[config.mk]
export PLATFORM = sky130hd
export DESIGN_NAME = tcp_syn_ack_responder_top_flat
export DESIGN_NICKNAME = d
export VERILOG_FILES = /design/src/rtl/tsar_pkg.sv /design/src/rtl/tsar_channels.sv /design/src/rtl/tsar_ram.sv /design/src/rtl/tsar_ctrl.sv /design/src/rtl/tsar_datapath.sv /design/src/rtl/tcp_syn_ack_responder_top.sv /design/src/flat_wrapper.sv
export VERILOG_INCLUDE_DIRS = /design/src /design/src/rtl
export SDC_FILE = /design/constraint.sdc
export NUM_CORES = 2
export LEC_CHECK = 0
export ABC_AREA = 1
export ABC_CLOCK_PERIOD_IN_PS = 7790
export BUFFER_PORTS_ARGS = -buffer_cell sky130_fd_sc_hd__buf_2
export CORE_MARGIN = 2
export CORE_UTILIZATION = 50
export CTS_BUF_LIST = sky130_fd_sc_hd__clkbuf_8
export DETAILED_ROUTE_END_ITERATION = 10
export PLACE_DENSITY = 0.63
export REMOVE_ABC_BUFFERS = 1
export SLEW_MARGIN = 20
export SYNTH_ARGS = -nofsm -noshare
export SYNTH_HDL_FRONTEND = slang
export SYNTH_SLANG_ARGS = --single-unit
[constraint.sdc]
create_clock -name clk -period 7.79 [get_ports clk]
set_input_delay 1.558 -clock clk [delete_from_list [all_inputs] [get_ports clk]]
set_output_delay 1.558 -clock clk [all_outputs]
set_load 0.02 [all_outputs]
[src/rtl/assert_macros.svh]
// assertion macros shared by the rtl files
`ifndef ASSERT_MACROS_SVH
`define ASSERT_MACROS_SVH

// clocked assertion, disabled while reset is asserted
`define TSAR_ASSERT(label, prop, msg) \
    label: assert property (@(posedge clk) disable iff (!rst_n) (prop)) else $error(msg);

// condition in one cycle requires the property in the next, disabled in reset
`define TSAR_ASSERT_NEXT(label, cond, prop, msg) \
    label: assert property (@(posedge clk) disable iff (!rst_n) (cond) |=> (prop)) \
        else $error(msg);

`endif

[src/rtl/tsar_pkg.sv]
// package with types, constants and helper functions of the syn/ack responder
`timescale 1ns / 1ps
package tsar_pkg;

    localparam int REPLY_WORDS = 37;
    localparam int ADDR_W = 6;
    localparam int CAP_WORDS = 24;
    localparam logic [ADDR_W-1:0] LAST_IDX = 6'd36;
    localparam logic [3:0] SUM_LAST = 4'd12;
    localparam logic [15:0] ETH_IPV4 = 16'h0800;
    localparam logic [7:0] PROTO_TCP = 8'd6;
    localparam logic [15:0] SYN_ACK_BITS = 16'h0012;
    localparam logic [15:0] TTL_HI = 16'hFF00;
    localparam logic [31:0] LFSR_MASK = 32'h8020_0003;
    localparam logic [15:0] PORT_RESET = 16'd19420;
    localparam logic [31:0] SEED_RESET = 32'd1;
    localparam logic REG_LISTEN_PORT = 1'b0;
    localparam logic REG_SEQ_SEED = 1'b1;

    typedef enum logic [2:0] {
        ST_IDLE,
        ST_SUM,
        ST_RD,
        ST_LOAD,
        ST_OUT
    } tsar_state_t;

    typedef struct packed {
        logic              in_ready;
        logic              sum_en;
        logic [3:0]        sum_step;
        logic              rd_en;
        logic [ADDR_W-1:0] word_idx;
        logic              load;
        logic              out_valid;
    } tsar_cmd_t;

    typedef struct packed {
        logic frame_done;
    } tsar_stat_t;

    function automatic logic [15:0] oc_add(input logic [15:0] a, input logic [15:0] b);
        logic [16:0] s;
        s = {1'b0, a} + {1'b0, b};
        return s[15:0] + {15'd0, s[16]};
    endfunction

endpackage

[src/rtl/tsar_channels.sv]
// stream interfaces for received frame items and reply items
`timescale 1ns / 1ps
interface tsar_frame_if;
    logic        valid;
    logic        ready;
    logic [15:0] data_word;
    logic        last_word;
    logic        half_word;
    modport source (output valid, output data_word, output last_word, output half_word,
                    input ready);
    modport sink (input valid, input data_word, input last_word, input half_word,
                  output ready);
endinterface

interface tsar_reply_if;
    logic        valid;
    logic        ready;
    logic [15:0] reply_word;
    logic        reply_last;
    modport source (output valid, output reply_word, output reply_last, input ready);
    modport sink (input valid, input reply_word, input reply_last, output ready);
endinterface

[src/rtl/tsar_ram.sv]
// generic ram with one write port and one registered read port
`timescale 1ns / 1ps
module tsar_ram #(
    parameter int WIDTH = 16,
    parameter int DEPTH = 37
) (
    input  logic                     clk,
    input  logic                     we,
    input  logic [$clog2(DEPTH)-1:0] waddr,
    input  logic [WIDTH-1:0]         wdata,
    input  logic                     re,
    input  logic [$clog2(DEPTH)-1:0] raddr,
    output logic [WIDTH-1:0]         rdata
);
    logic [WIDTH-1:0] mem_reg [0:DEPTH-1];
    logic [WIDTH-1:0] rdata_reg;

    always_ff @(posedge clk)
    begin
        if (we)
        begin
            mem_reg[waddr] <= wdata;
        end
        if (re)
        begin
            rdata_reg <= mem_reg[raddr];
        end
    end

    assign rdata = rdata_reg;
endmodule

[src/rtl/tsar_ctrl.sv]
// controller: capture, checksum steps and reply sequencing
`timescale 1ns / 1ps
`include "assert_macros.svh"
module tsar_ctrl import tsar_pkg::*; (
    input  logic       clk,
    input  logic       rst_n,
    input  tsar_stat_t stat,
    input  logic       out_ready,
    output tsar_cmd_t  cmd
);
    tsar_state_t       state_reg, state_next;
    logic [3:0]        step_reg, step_next;
    logic [ADDR_W-1:0] word_reg, word_next;

    always_ff @(posedge clk or negedge rst_n)
    begin
        if (!rst_n)
        begin
            state_reg <= ST_IDLE;
            step_reg  <= '0;
            word_reg  <= '0;
        end
        else
        begin
            state_reg <= state_next;
            step_reg  <= step_next;
            word_reg  <= word_next;
        end
    end

    always_comb
    begin
        state_next = state_reg;
        step_next  = step_reg;
        word_next  = word_reg;
        case (state_reg)
            ST_IDLE:
            begin
                step_next = '0;
                word_next = '0;
                if (stat.frame_done)
                begin
                    state_next = ST_SUM;
                end
            end
            ST_SUM:
            begin
                if (step_reg == SUM_LAST)
                begin
                    state_next = ST_RD;
                end
                else
                begin
                    step_next = step_reg + 4'd1;
                end
            end
            ST_RD:
            begin
                state_next = ST_LOAD;
            end
            ST_LOAD:
            begin
                state_next = ST_OUT;
            end
            ST_OUT:
            begin
                if (out_ready)
                begin
                    if (word_reg == LAST_IDX)
                    begin
                        state_next = ST_IDLE;
                    end
                    else
                    begin
                        word_next  = word_reg + 6'd1;
                        state_next = ST_RD;
                    end
                end
            end
            default:
            begin
                state_next = ST_IDLE;
            end
        endcase
    end

    always_comb
    begin
        cmd           = '0;
        cmd.sum_step  = step_reg;
        cmd.word_idx  = word_reg;
        case (state_reg)
            ST_IDLE: cmd.in_ready  = 1'b1;
            ST_SUM:  cmd.sum_en    = 1'b1;
            ST_RD:   cmd.rd_en     = 1'b1;
            ST_LOAD: cmd.load      = 1'b1;
            ST_OUT:  cmd.out_valid = 1'b1;
            default: cmd.in_ready  = 1'b0;
        endcase
    end

    `TSAR_ASSERT(a_done_only_idle, stat.frame_done |-> state_reg == ST_IDLE, "done outside idle")
    `TSAR_ASSERT_NEXT(a_last_to_idle, state_reg == ST_OUT && out_ready && word_reg == LAST_IDX, state_reg == ST_IDLE, "reply did not end")
    `TSAR_ASSERT(a_one_side, !(cmd.in_ready && cmd.out_valid), "input and reply both active")
endmodule

[src/rtl/tsar_datapath.sv]
// datapath: header store, checksums, lfsr and reply word assembly
`timescale 1ns / 1ps
`include "assert_macros.svh"
module tsar_datapath import tsar_pkg::*; #(
    parameter int MAX_FRAME_BYTES = 1500
) (
    input  logic        clk,
    input  logic        rst_n,
    input  tsar_cmd_t   cmd,
    output tsar_stat_t  stat,
    input  logic        in_valid,
    input  logic [15:0] data_word,
    input  logic        last_word,
    input  logic        half_word,
    input  logic [15:0] listen_port,
    input  logic        seed_load,
    input  logic [31:0] seed_value,
    output logic [15:0] reply_word,
    output logic        reply_last
);
    localparam int WORD_CAP = MAX_FRAME_BYTES / 2;
    localparam int CNT_W = $clog2(WORD_CAP + 1);
    localparam int LEN_W = $clog2(MAX_FRAME_BYTES + 1);
    localparam int CMP_W = (CNT_W + 1 > LEN_W ? CNT_W + 1 : LEN_W) + 1;
    localparam logic [CNT_W-1:0] CAP_CNT = CNT_W'(WORD_CAP);

    logic [CNT_W-1:0] count_reg;
    logic [15:0]      seg_reg;
    logic [15:0]      cap_reg [0:CAP_WORDS-1];
    logic [LEN_W-1:0] len_reg;
    logic [31:0]      lfsr_reg, seq_reg, ack_reg;
    logic [15:0]      ip_sum_reg, tcp_sum_reg;
    logic [15:0]      reply_word_reg;
    logic             reply_last_reg;

    logic             in_fire, took, seg_add, too_short, match;
    logic [15:0]      w, seg_next, ram_rdata, tcp_term, ip_term;
    logic [CNT_W:0]   cnt_after;
    logic [CNT_W:0]   off;
    logic [ADDR_W-1:0] raddr;

    function automatic logic [LEN_W-1:0] seg_len(input logic [15:0] tot);
        logic [15:0] l;
        l = tot - 16'd20;
        if (tot < 16'd20)
        begin
            return '0;
        end
        else if ({1'b0, l} > 17'(MAX_FRAME_BYTES))
        begin
            return LEN_W'(MAX_FRAME_BYTES);
        end
        else
        begin
            return l[LEN_W-1:0];
        end
    endfunction

    function automatic logic [15:0] seg_take(input logic [15:0] v,
                                             input logic [CMP_W-1:0] o,
                                             input logic [LEN_W-1:0] len);
        logic [CMP_W-1:0] lx;
        lx = CMP_W'(len);
        if (o >= lx)
        begin
            return '0;
        end
        else if (o + CMP_W'(1) >= lx)
        begin
            return {v[15:8], 8'd0};
        end
        else
        begin
            return v;
        end
    endfunction

    assign in_fire = in_valid && cmd.in_ready;
    assign w       = (last_word && half_word) ? {data_word[15:8], 8'd0} : data_word;
    assign took    = count_reg < CAP_CNT;
    assign off     = {count_reg, 1'b0} - (CNT_W + 1)'(34);
    assign seg_add = took && (count_reg >= CNT_W'(37) || count_reg == CNT_W'(24)
                     || (count_reg >= CNT_W'(26) && count_reg <= CNT_W'(36)));
    assign seg_next = seg_add ? oc_add(seg_reg, seg_take(w, CMP_W'(off), len_reg)) : seg_reg;
    assign cnt_after = took ? {1'b0, count_reg} + (CNT_W + 1)'(1) : {1'b0, count_reg};
    assign too_short = cnt_after < (CNT_W + 1)'(REPLY_WORDS)
                       || (cnt_after == (CNT_W + 1)'(REPLY_WORDS) && took && half_word);
    assign match = cap_reg[6] == ETH_IPV4 && cap_reg[11][7:0] == PROTO_TCP
                   && cap_reg[18] == listen_port && cap_reg[23][1];
    assign stat.frame_done = in_fire && last_word && !too_short && match;

    always_ff @(posedge clk or negedge rst_n)
    begin
        if (!rst_n)
        begin
            count_reg <= '0;
            seg_reg   <= '0;
            lfsr_reg  <= SEED_RESET;
        end
        else
        begin
            if (in_fire)
            begin
                if (last_word)
                begin
                    count_reg <= '0;
                    seg_reg   <= '0;
                end
                else
                begin
                    seg_reg <= seg_next;
                    if (took)
                    begin
                        count_reg <= count_reg + CNT_W'(1);
                    end
                end
            end
            if (seed_load)
            begin
                lfsr_reg <= (seed_value == '0) ? 32'd1 : seed_value;
            end
            else if (stat.frame_done)
            begin
                lfsr_reg <= (lfsr_reg >> 1) ^ (lfsr_reg[0] ? LFSR_MASK : 32'd0);
            end
        end
    end

    always_ff @(posedge clk)
    begin
        if (in_fire && took && count_reg < CNT_W'(CAP_WORDS))
        begin
            cap_reg[count_reg[4:0]] <= w;
        end
        if (in_fire && took && count_reg == CNT_W'(8))
        begin
            len_reg <= seg_len(w);
        end
        if (stat.frame_done)
        begin
            seq_reg     <= lfsr_reg;
            ack_reg     <= {cap_reg[19], cap_reg[20]} + 32'd1;
            tcp_sum_reg <= seg_next;
            ip_sum_reg  <= '0;
        end
        else if (cmd.sum_en)
        begin
            tcp_sum_reg <= oc_add(tcp_sum_reg, tcp_term);
            ip_sum_reg  <= oc_add(ip_sum_reg, ip_term);
        end
        if (cmd.load)
        begin
            reply_last_reg <= cmd.word_idx == LAST_IDX;
            case (cmd.word_idx)
                6'd11:   reply_word_reg <= TTL_HI | {8'd0, cap_reg[11][7:0]};
                6'd12:   reply_word_reg <= ~ip_sum_reg;
                6'd13:   reply_word_reg <= cap_reg[15];
                6'd14:   reply_word_reg <= cap_reg[16];
                6'd15:   reply_word_reg <= cap_reg[13];
                6'd16:   reply_word_reg <= cap_reg[14];
                6'd17:   reply_word_reg <= cap_reg[18];
                6'd18:   reply_word_reg <= cap_reg[17];
                6'd19:   reply_word_reg <= seq_reg[31:16];
                6'd20:   reply_word_reg <= seq_reg[15:0];
                6'd21:   reply_word_reg <= ack_reg[31:16];
                6'd22:   reply_word_reg <= ack_reg[15:0];
                6'd23:   reply_word_reg <= cap_reg[23] | SYN_ACK_BITS;
                6'd25:   reply_word_reg <= ~tcp_sum_reg;
                default: reply_word_reg <= ram_rdata;
            endcase
        end
    end

    always_comb
    begin
        case (cmd.sum_step)
            4'd0:    tcp_term = cap_reg[15];
            4'd1:    tcp_term = cap_reg[16];
            4'd2:    tcp_term = cap_reg[13];
            4'd3:    tcp_term = cap_reg[14];
            4'd4:    tcp_term = {8'd0, cap_reg[11][7:0]};
            4'd5:    tcp_term = cap_reg[8] - 16'd20;
            4'd6:    tcp_term = seg_take(cap_reg[18], CMP_W'(0), len_reg);
            4'd7:    tcp_term = seg_take(cap_reg[17], CMP_W'(2), len_reg);
            4'd8:    tcp_term = seg_take(seq_reg[31:16], CMP_W'(4), len_reg);
            4'd9:    tcp_term = seg_take(seq_reg[15:0], CMP_W'(6), len_reg);
            4'd10:   tcp_term = seg_take(ack_reg[31:16], CMP_W'(8), len_reg);
            4'd11:   tcp_term = seg_take(ack_reg[15:0], CMP_W'(10), len_reg);
            4'd12:   tcp_term = seg_take(cap_reg[23] | SYN_ACK_BITS, CMP_W'(12), len_reg);
            default: tcp_term = '0;
        endcase
        case (cmd.sum_step)
            4'd0:    ip_term = cap_reg[7];
            4'd1:    ip_term = cap_reg[8];
            4'd2:    ip_term = cap_reg[9];
            4'd3:    ip_term = cap_reg[10];
            4'd4:    ip_term = TTL_HI | {8'd0, cap_reg[11][7:0]};
            4'd5:    ip_term = cap_reg[15];
            4'd6:    ip_term = cap_reg[16];
            4'd7:    ip_term = cap_reg[13];
            4'd8:    ip_term = cap_reg[14];
            default: ip_term = '0;
        endcase
        if (cmd.word_idx < 6'd3)
        begin
            raddr = cmd.word_idx + 6'd3;
        end
        else if (cmd.word_idx < 6'd6)
        begin
            raddr = cmd.word_idx - 6'd3;
        end
        else
        begin
            raddr = cmd.word_idx;
        end
    end

    tsar_ram #(
        .WIDTH (16),
        .DEPTH (REPLY_WORDS)
    ) u_header_store (
        .clk   (clk),
        .we    (in_fire && took && count_reg < CNT_W'(REPLY_WORDS)),
        .waddr (count_reg[ADDR_W-1:0]),
        .wdata (w),
        .re    (cmd.rd_en),
        .raddr (raddr),
        .rdata (ram_rdata)
    );

    assign reply_word = reply_word_reg;
    assign reply_last = reply_last_reg;

    `TSAR_ASSERT(a_lfsr_nonzero, lfsr_reg != 32'd0, "lfsr reached zero")
    `TSAR_ASSERT(a_count_cap, count_reg <= CAP_CNT, "word count past cap")
    `TSAR_ASSERT(a_load_idx, !cmd.load || cmd.word_idx <= LAST_IDX, "reply index out of range")
endmodule

[src/rtl/tcp_syn_ack_responder_top.sv]
// top level of the tcp syn/ack responder with apb configuration port
//
// in_ch takes a received ethernet frame as 16-bit big-endian items, one per
// cycle while ready is high; last_word ends the frame, half_word marks a
// final item that carries only its upper byte.
// an ipv4/tcp syn to listen_port is answered on out_ch with a 74-byte reply
// of 37 items, reply_last on the final one; other frames give nothing.
// after the last frame item the block computes both checksums in its sum steps, then
// emits the reply items one after another (header store read, load, hold for each).
// in_ch is not ready from the last item of a valid frame until the reply ends.
// a stalled receiver holds the current reply item in the output register.
// reset clears the control state and loads the sequence lfsr with 1;
// writing seq_seed reloads the lfsr (a zero loads 1).
// registers: listen_port at 0x0, seq_seed at 0x4; pready is always high.
`timescale 1ns / 1ps
module tcp_syn_ack_responder_top import tsar_pkg::*; #(
    parameter int MAX_FRAME_BYTES = 1500
) (
    input  logic         clk,
    input  logic         rst_n,
    tsar_frame_if.sink   in_ch,
    tsar_reply_if.source out_ch,
    input  logic         psel,
    input  logic         penable,
    input  logic         pwrite,
    input  logic [2:0]   paddr,
    input  logic [31:0]  pwdata,
    output logic [31:0]  prdata,
    output logic         pready
);
    tsar_cmd_t   cmd;
    tsar_stat_t  stat;
    logic [15:0] listen_port_reg;
    logic [31:0] seq_seed_reg;
    logic        cfg_write;

    assign pready    = 1'b1;
    assign cfg_write = psel && penable && pwrite;

    always_ff @(posedge clk or negedge rst_n)
    begin
        if (!rst_n)
        begin
            listen_port_reg <= PORT_RESET;
            seq_seed_reg    <= SEED_RESET;
        end
        else if (cfg_write)
        begin
            if (paddr[2] == REG_LISTEN_PORT)
            begin
                listen_port_reg <= pwdata[15:0];
            end
            else
            begin
                seq_seed_reg <= pwdata;
            end
        end
    end

    assign prdata = (paddr[2] == REG_SEQ_SEED) ? seq_seed_reg : {16'd0, listen_port_reg};

    tsar_ctrl u_ctrl (
        .clk       (clk),
        .rst_n     (rst_n),
        .stat      (stat),
        .out_ready (out_ch.ready),
        .cmd       (cmd)
    );

    tsar_datapath #(
        .MAX_FRAME_BYTES (MAX_FRAME_BYTES)
    ) u_datapath (
        .clk         (clk),
        .rst_n       (rst_n),
        .cmd         (cmd),
        .stat        (stat),
        .in_valid    (in_ch.valid),
        .data_word   (in_ch.data_word),
        .last_word   (in_ch.last_word),
        .half_word   (in_ch.half_word),
        .listen_port (listen_port_reg),
        .seed_load   (cfg_write && paddr[2] == REG_SEQ_SEED),
        .seed_value  (pwdata),
        .reply_word  (out_ch.reply_word),
        .reply_last  (out_ch.reply_last)
    );

    assign in_ch.ready  = cmd.in_ready;
    assign out_ch.valid = cmd.out_valid;
endmodule

[src/flat_wrapper.sv]
// flat-port wrapper written by rule: the top's interface ports become plain ports
module tcp_syn_ack_responder_top_flat import tsar_pkg::*;
#(
    parameter int MAX_FRAME_BYTES = 1500
)
  (clk, rst_n, psel, penable, pwrite, paddr, pwdata, prdata, pready, in_ch_valid, in_ch_data_word, in_ch_last_word, in_ch_half_word, in_ch_ready, out_ch_valid, out_ch_reply_word, out_ch_reply_last, out_ch_ready);
  tsar_frame_if in_ch_i ();
  tsar_reply_if out_ch_i ();
  input  logic clk;
  input  logic rst_n;
  input  logic psel;
  input  logic penable;
  input  logic pwrite;
  input  logic [2:0] paddr;
  input  logic [31:0] pwdata;
  output logic [31:0] prdata;
  output logic pready;
  input wire logic [$bits(in_ch_i.valid)-1:0] in_ch_valid;
  input wire logic [$bits(in_ch_i.data_word)-1:0] in_ch_data_word;
  input wire logic [$bits(in_ch_i.last_word)-1:0] in_ch_last_word;
  input wire logic [$bits(in_ch_i.half_word)-1:0] in_ch_half_word;
  output wire logic [$bits(in_ch_i.ready)-1:0] in_ch_ready;
  output wire logic [$bits(out_ch_i.valid)-1:0] out_ch_valid;
  output wire logic [$bits(out_ch_i.reply_word)-1:0] out_ch_reply_word;
  output wire logic [$bits(out_ch_i.reply_last)-1:0] out_ch_reply_last;
  input wire logic [$bits(out_ch_i.ready)-1:0] out_ch_ready;
  assign in_ch_i.valid = in_ch_valid;
  assign in_ch_i.data_word = in_ch_data_word;
  assign in_ch_i.last_word = in_ch_last_word;
  assign in_ch_i.half_word = in_ch_half_word;
  assign in_ch_ready = in_ch_i.ready;
  assign out_ch_valid = out_ch_i.valid;
  assign out_ch_reply_word = out_ch_i.reply_word;
  assign out_ch_reply_last = out_ch_i.reply_last;
  assign out_ch_i.ready = out_ch_ready;
  tcp_syn_ack_responder_top #(.MAX_FRAME_BYTES(MAX_FRAME_BYTES)) u_core (.clk(clk), .rst_n(rst_n), .in_ch(in_ch_i), .out_ch(out_ch_i), .psel(psel), .penable(penable), .pwrite(pwrite), .paddr(paddr), .pwdata(pwdata), .prdata(prdata), .pready(pready));
endmodule
## Yosys cells after proc, flatten, opt, wreduce, memory -nomap -nowiden

Memories as Yosys holds them, arrays and structs flattened. A register that Yosys moved wholly into a read port is not among the register bits.
Index checks and enable logic that the tools add are counted.
Widths: inputs -> output; s select.

| word-level totals | value |
|---|---|
| flip-flop bits (word level) | 243 |
| latch bits | 0 |
| RAM bits | 976 |
| memory bits (read-only) | 0 |
| input port bits | 60 |
| output and inout port bits | 52 |
| memories kept | 2 |

Memories:

| name | words | width | read ports | clocked after Yosys merged registers in | write ports | RTL line | RTL |
|---|---|---|---|---|---|---|---|
| u_core.u_datapath.u_header_store.mem_reg | 37 | 16 | 1 | 1 | 1 | tsar_ram.sv:15 | `logic [WIDTH-1:0] mem_reg [0:DEPTH-1];` |
| u_core.u_datapath.cap_reg | 24 | 16 | 15 | 0 | 1 | tsar_datapath.sv:29 | `logic [15:0] cap_reg [0:CAP_WORDS-1];` |

| cells by class | value |
|---|---|
| add/sub/neg operators | 17 |
| multiply operators | 0 |
| div/mod/pow operators | 0 |
| order comparisons | 27 |
| equal/unequal tests | 42 |
| shifts and indexed selects | 0 |
| multiplexer cells | 54 |
| bitwise gates (word level) | 4 |
| reduce and logical (&&, ||, !) cells | 38 |

Operators by type and width:

| operator | count |
|---|---|
| $pmux 16 s14 | 1 |
| $pmux 16 s13 | 1 |
| $mux 16 | 12 |
| $mux 32 | 5 |
| $pmux 16 s9 | 1 |
| $mux 8 | 9 |
| $ge 4x11->1 const A | 6 |
| $eq 6x5->1 const B | 9 |
| $add 16x16->17 | 3 |
| $add 16x1->16 | 3 |
| $ge 3x11->1 const A | 4 |
| $add 32x1->32 const B | 1 |
| $logic_not 32->1 | 1 |
| $not 16->16 | 2 |
| $sub 16x5->16 const B | 2 |
| $xor 31x32->32 | 1 |
| $eq 6x4->1 const B | 5 |
| $mux 6 | 4 |
| $ge 1x11->1 const A | 2 |
| $ge 2x11->1 const A | 2 |
| $mux 11 | 2 |
| $eq 4x4->1 const B | 5 |
| $mux 10 | 2 |
| $logic_and 1x1->1 | 19 |
| 52 further kinds | 80 |

## Longest topological paths before layout

| depth | value |
|---|---|
| depth after elaboration | 11 |
| gate-level depth with buffers | 38 |
| mapped depth without buffers | 36 |

## Modules after synthesis

Synthesis repeated with hierarchy kept, for this count alone.

| unflattened totals | value |
|---|---|
| cell total of the unflattened synthesis | 5297 |
| area, all modules | 51943.6 µm² |

Modules (own cells, without submodules):

| module | instances | cells an instance | area an instance (µm²) | seq. area each (µm²) |
|---|---|---|---|---|
| tsar_ram | 1 | 1991 | 24453.5 | 18257.5 |
| tsar_datapath | 1 | 2895 | 24432.2 | 11952.7 |
| tcp_syn_ack_responder_top | 1 | 300 | 2268.4 | 1213.7 |
| tsar_ctrl | 1 | 111 | 789.5 | 325.3 |

## Worst setup path after synthesis

No wires, ideal clock.

| timing path | value |
|---|---|
| kind | input to register |
| start | in in_ch_last_word |
| end | reg u_core.u_datapath.tcp_sum_reg[8], data pin |
| arrival | 5696 ps |
| data required time | 7528 ps |
| setup slack | 1833 ps |
| stages on the path | 25 |
| cell sequence | nand2_1 > inv_1 > nor2_1 > inv_1 > a211oi_1 > ha_1 > nand3_1 > nand3_1 > nand2_1 > nand2_1 > nand2_1 > nand2_1 > a21oi_1 > o21bai_1 > ha_1 > ha_1 > inv_1 > nor2_1 > nand2_1 > inv_1 > nand2_1 > xor2_1 > nand2_1 > o21ai_0 > o21ai_0 |

| on the way | value |
|---|---|
| word-level cells in the longest chain between the ends | 8 |

Ends and longest elaborated chain:

| what | RTL line | RTL |
|---|---|---|
| start: declaration | flat_wrapper.sv:20 | `input wire logic [$bits(in_ch_i.last_word)-1:0] in_ch_last_word;` |
| $logic_and 1x1->1 | tsar_datapath.sv:79 | `assign w = (last_word && half_word) ? {data_word[15:8], 8'd0} : data_word;` |
| $mux 8 | tsar_datapath.sv:79 |  |
| named net u_core.u_datapath.u_header_store.wdata[2] | tsar_ram.sv:10 | `input logic [WIDTH-1:0] wdata,` |
| $mux 8 | tsar_datapath.sv:68 | `else if (o + CMP_W'(1) >= lx)` |
| $mux 16 | tsar_datapath.sv:64 | `if (o >= lx)` |
| $add 16x16->17 | tsar_pkg.sv:44 | `s = {1'b0, a} + {1'b0, b};` |
| $add 16x1->16 | tsar_pkg.sv:45 | `return s[15:0] + {15'd0, s[16]};` |
| $mux 16 | tsar_datapath.sv:84 | `assign seg_next = seg_add ? oc_add(seg_reg, seg_take(w, CMP_W'(off), len_reg)) : seg_reg;` |
| $mux 16 | tsar_datapath.sv:139 | `if (stat.frame_done)` |
| end signal: assignment | tsar_datapath.sv:143 | `tcp_sum_reg <= seg_next;` |
| end signal: assignment | tsar_datapath.sv:148 | `tcp_sum_reg <= oc_add(tcp_sum_reg, tcp_term);` |
| end: declaration | tsar_datapath.sv:32 | `logic [15:0] ip_sum_reg, tcp_sum_reg;` |

The timed path passes the listed nets, and every way through them passes these cells.
A chain may end at the register's enable or synchronous reset.

## Worst setup path in the final report

| timing path | value |
|---|---|
| start | reg u_core.u_datapath.len_reg[9] |
| end | reg u_core.u_datapath.tcp_sum_reg[13], data pin |

| on the way | value |
|---|---|
| word-level cells in the longest chain between the ends | 8 |

Ends and longest elaborated chain:

| what | RTL line | RTL |
|---|---|---|
| start: declaration | tsar_datapath.sv:30 | `logic [LEN_W-1:0] len_reg;` |
| start signal: assignment | tsar_datapath.sv:137 | `len_reg <= seg_len(w);` |
| $ge 4x11->1, or another cell as far along | tsar_datapath.sv:68 |  |
| $mux 8 | tsar_datapath.sv:68 |  |
| $mux 16 | tsar_datapath.sv:64 |  |
| $pmux 16 s13 | tsar_datapath.sv:176 | `case (cmd.sum_step)` |
| $add 16x16->17 | tsar_pkg.sv:44 |  |
| $add 16x1->16 | tsar_pkg.sv:45 |  |
| $mux 16 | tsar_datapath.sv:146 | `else if (cmd.sum_en)` |
| $mux 16 * | tsar_datapath.sv:139 |  |

Every way passes the cells marked *; elsewhere a longest branch is shown, timed or not. The select of a mux whose other input is x is not followed.

==> results_dict.tcl <==
set metrics [dict create \
    status "finished clean" \
    cts_root_buf "clkbuf_8" \
    switching_share_pct 23.9 \
    port_buffers 108 \
    dp_slack_ns 1.43 \
    multiInputGateArea_um2 17100 \
    holdBufCountCts 0 \
    cp.arrival_ns 7.10 \
    hold_path_end "u_core.u_datapath.seq_reg[6]$_DFFE_PP_" \
    rsz0062_at_grt "false" \
    routed_wl_um 164000 \
    switchingPower_mw 2.85 \
    slowest_stage "nor3_1" \
    cts_buffers 182 \
    setup_slack_ns 1.30 \
    path_max_fanout 10 \
    rrSetupSlack_ns 1.30 \
    detail_route.vias_per_cell 5.69 \
    seqCellArea_um2 31700 \
    htreeDepth 4 \
    yosysWarnings 0 \
    hp-start "u_core.u_datapath.lfsr_reg[6]$_DFFE_PN0P_" \
    syn_area_per_cell_um2 9.76 \
    die_area_um2 106000 \
    hold_ws_ns 0.443 \
    yosys-top-cells-area "edfxtp_1, nand2_1, dfrtp_1, nand3_1, inv_1" \
    area_growth_pct 11.3 \
    largest_reg_flops 592 \
    cts.sinks 1082 \
    fin_area_um2 57700 \
    min_path_cells 0 \
    hpwl_um 107000 \
    grt_max_degree 189 \
    r2r-start "u_core.u_datapath.len_reg[9]$_SDFFCE_PP0P_" \
    antenna_found_initial 10 \
    dr_wl_met3_um 16300 \
    synth_seq_area_share_pct 61.3 \
    die_h_um 326 \
    slew_headroom_pct 15.4 \
    dp.cells 6713 \
    wl_per_cell_um 23.2 \
    grt_pass1_wl_um 240000 \
    p_seq_share_pct 54.5 \
    cap_violations 0 \
    cp_common_cell "nand2_1" \
    grt_pass1_vias 37400 \
    synth_area_um2 51800 \
    netlist_instances 5310 \
    io-pin-count 112 \
    synthFlopType "edfxtp_1" \
    initial_core_util_pct 50.2 \
    timing.fmax_ghz 0.154 \
    num_rows 118 \
    nets 5666 \
    fin_cells 7052 \
    intPower_mw 9.08 \
    worst_setup_path_start_kind "flop" \
    tns_ns 0 \
    clk_path_buf_depth 3 \
    required_ns 8.40 \
    cts_setup_buffers 0 \
    p_total_mw 11.9 \
    drt-met1-wl_um 69800 \
    p_per_area_nw_per_um2 207 \
    leakage_nw 23.5 \
    finalHoldViolCount 0 \
    period_share_pct 83.4 \
    route.detailed.drc 0 \
    dr_wl_met2_um 72700 \
    die_w_um 326 \
    clkPwrFrac_pct 40.8 \
    core_area_um2 103000 \
    clk_latency_ns 0.88 \
    ys_ff_latch 1082 \
    clkTransAtPathRegs_ns 0.07 \
    synth_top_area_cell "edfxtp_1" \
    drtAntennaViolNets 0 \
    reg2reg_to "u_core.u_datapath.tcp_sum_reg[13]$_DFFE_PP_" \
    fill_cells 9019 \
    gp_congestion 1.03 \
    dpl_cell_area_um2 54100 \
    path_class "reg -> reg" \
    worst_setup_path_end_kind "flop" \
    synth_most_common_cell "nand2_1" \
    period_minus_slack_ns 6.49 \
    drt_first_pass_iters 9 \
    grt_overflow 0 \
    drtIter0Drc 5360 \
    yosysTopAreaCellShare_pct 54.9 \
    synth_common_cells "nand2_1, edfxtp_1, inv_1, nor2_1, nand3_1" \
    cts_tree "yes" \
    setup_viol 0 \
    min-delay-path-class "reg -> reg" \
    synthArstFlopShare_pct 11.0 \
    route.vias.total 40100 \
    top_layer "met5" \
    yosys.cell_types.count 65 \
    tightest_slew_ns 1.26 \
    final_core_util_pct 55.9 \
    max_stage_delay_ns 0.71 \
    final_layout_size_suffix_gt1_share_pct 9.75 \
    grt_usage_pct 30.4 \
    fin_skew_ns 0.0603 \
    synth_edf_count 947 \
    max-vdd-ir-drop_mv 0.153 \
    slew_viol_final 0 \
    comb_power_share_pct 4.7 \
    ctsResizeCount 0 \
    r2r_cells 29 \
]
==> cells by family (layout without fill, tap and decap cells) <==
logic type,Yosys count,in the layout,share of synthesized area [%]
flip-flops,1082,1082,61.3
adder cells (fa/ha/maj),86,86,2.12
other,1,3,0.00723
XOR/XNOR,73,73,1.27
AO/OA/AOI/OAI,761,761,8.84
AND/OR/NAND/NOR,2540,2540,20.7
buffers and inverters,767,1127,5.85
==> cell usage in the layout, fill, tap and decap left out, types with 13 or more instances in the layout <==
cell,count
a211oi_1,23
a21oi_1,101
a221oi_1,42
buf_2,107
buf_4,103
clkbuf_8,198
clkinv_1,40
clkinv_2,17
dfrtp_1,108
dfxtp_1,16
edfxtp_1,947
ha_1,83
inv_1,618
inv_2,17
nand2_1,1413
nand3_1,438
nand4_1,80
nor2_1,443
nor3_1,42
nor4_1,34
o2111ai_1,13
o211ai_1,70
o21ai_0,325
o21bai_1,22
o22ai_1,107
or2_2,35
xnor2_1,22
xor2_1,50
==> layer usage <==
| metal | vias to the layer above | track usage [%] |
|---|---|---|
| met3 | 293 | 6.26 |
| met1 | 19100 | 44.2 |
| met4 | 6 | 9.74 |
| li1 | 18700 | - |
| met2 | 1963 | 45.9 |
| met5 | - | 0 |
==> how the worst max path moves through the flow <==
stage          slack [ns]                                        from  cells after the start                                                   end
3_5_place_dp         1.43  u_core.u_datapath.count_reg[4]$_DFFE_PN0P_                     34            u_core.u_datapath.tcp_sum_reg[8]$_DFFE_PP_
5_1_grt              0.67  u_core.u_datapath.count_reg[4]$_DFFE_PN0P_                     33           u_core.u_datapath.tcp_sum_reg[13]$_DFFE_PP_
2_1_floorplan       -0.64       u_core.u_ctrl.word_reg[4]$_DFFE_PN0P_                     10  u_core.u_datapath.u_header_store.rdata[14]$_DFFE_PN_
6_report             1.30  u_core.u_datapath.len_reg[9]$_SDFFCE_PP0P_                     29           u_core.u_datapath.tcp_sum_reg[13]$_DFFE_PP_
3_3_place_gp         1.49  u_core.u_datapath.count_reg[4]$_DFFE_PN0P_                     34            u_core.u_datapath.tcp_sum_reg[8]$_DFFE_PP_
4_1_cts              1.40  u_core.u_datapath.count_reg[4]$_DFFE_PN0P_                     34            u_core.u_datapath.tcp_sum_reg[8]$_DFFE_PP_
==> power groups by stage <==
stage,sequential (mW),combinational [mW],clock (mW)
3_3_place_gp,6.62,0.550,0
5_1_grt,6.52,0.625,5.20
2_1_floorplan,6.60,0.318,0
4_1_cts,6.51,0.561,4.95
6_report,6.51,0.561,4.87
3_5_place_dp,6.62,0.558,0
==> critical path: cells and delay by family, from the launching register on <==
kind | cells | cell delay [ns]
AND/OR/NAND/NOR | 23 | 3.91
buffers and inverters | 1 | 0.34
AO/OA/AOI/OAI | 3 | 0.91
flip-flops | 1 | 0.39
adder cells (fa/ha/maj) | 2 | 0.67
==> cell type report <==
type                       instances  area share, %
antenna                            2        0.00867
clock buffer                     198           4.72
clock inverter                   136           1.32
inverter                         577           3.77
multi-input combinational       3461           29.7
sequential                      1082           55.0
tap                             1380           2.99
timing repair buffer             216           2.45
Power figures use the tool's default switching activity.
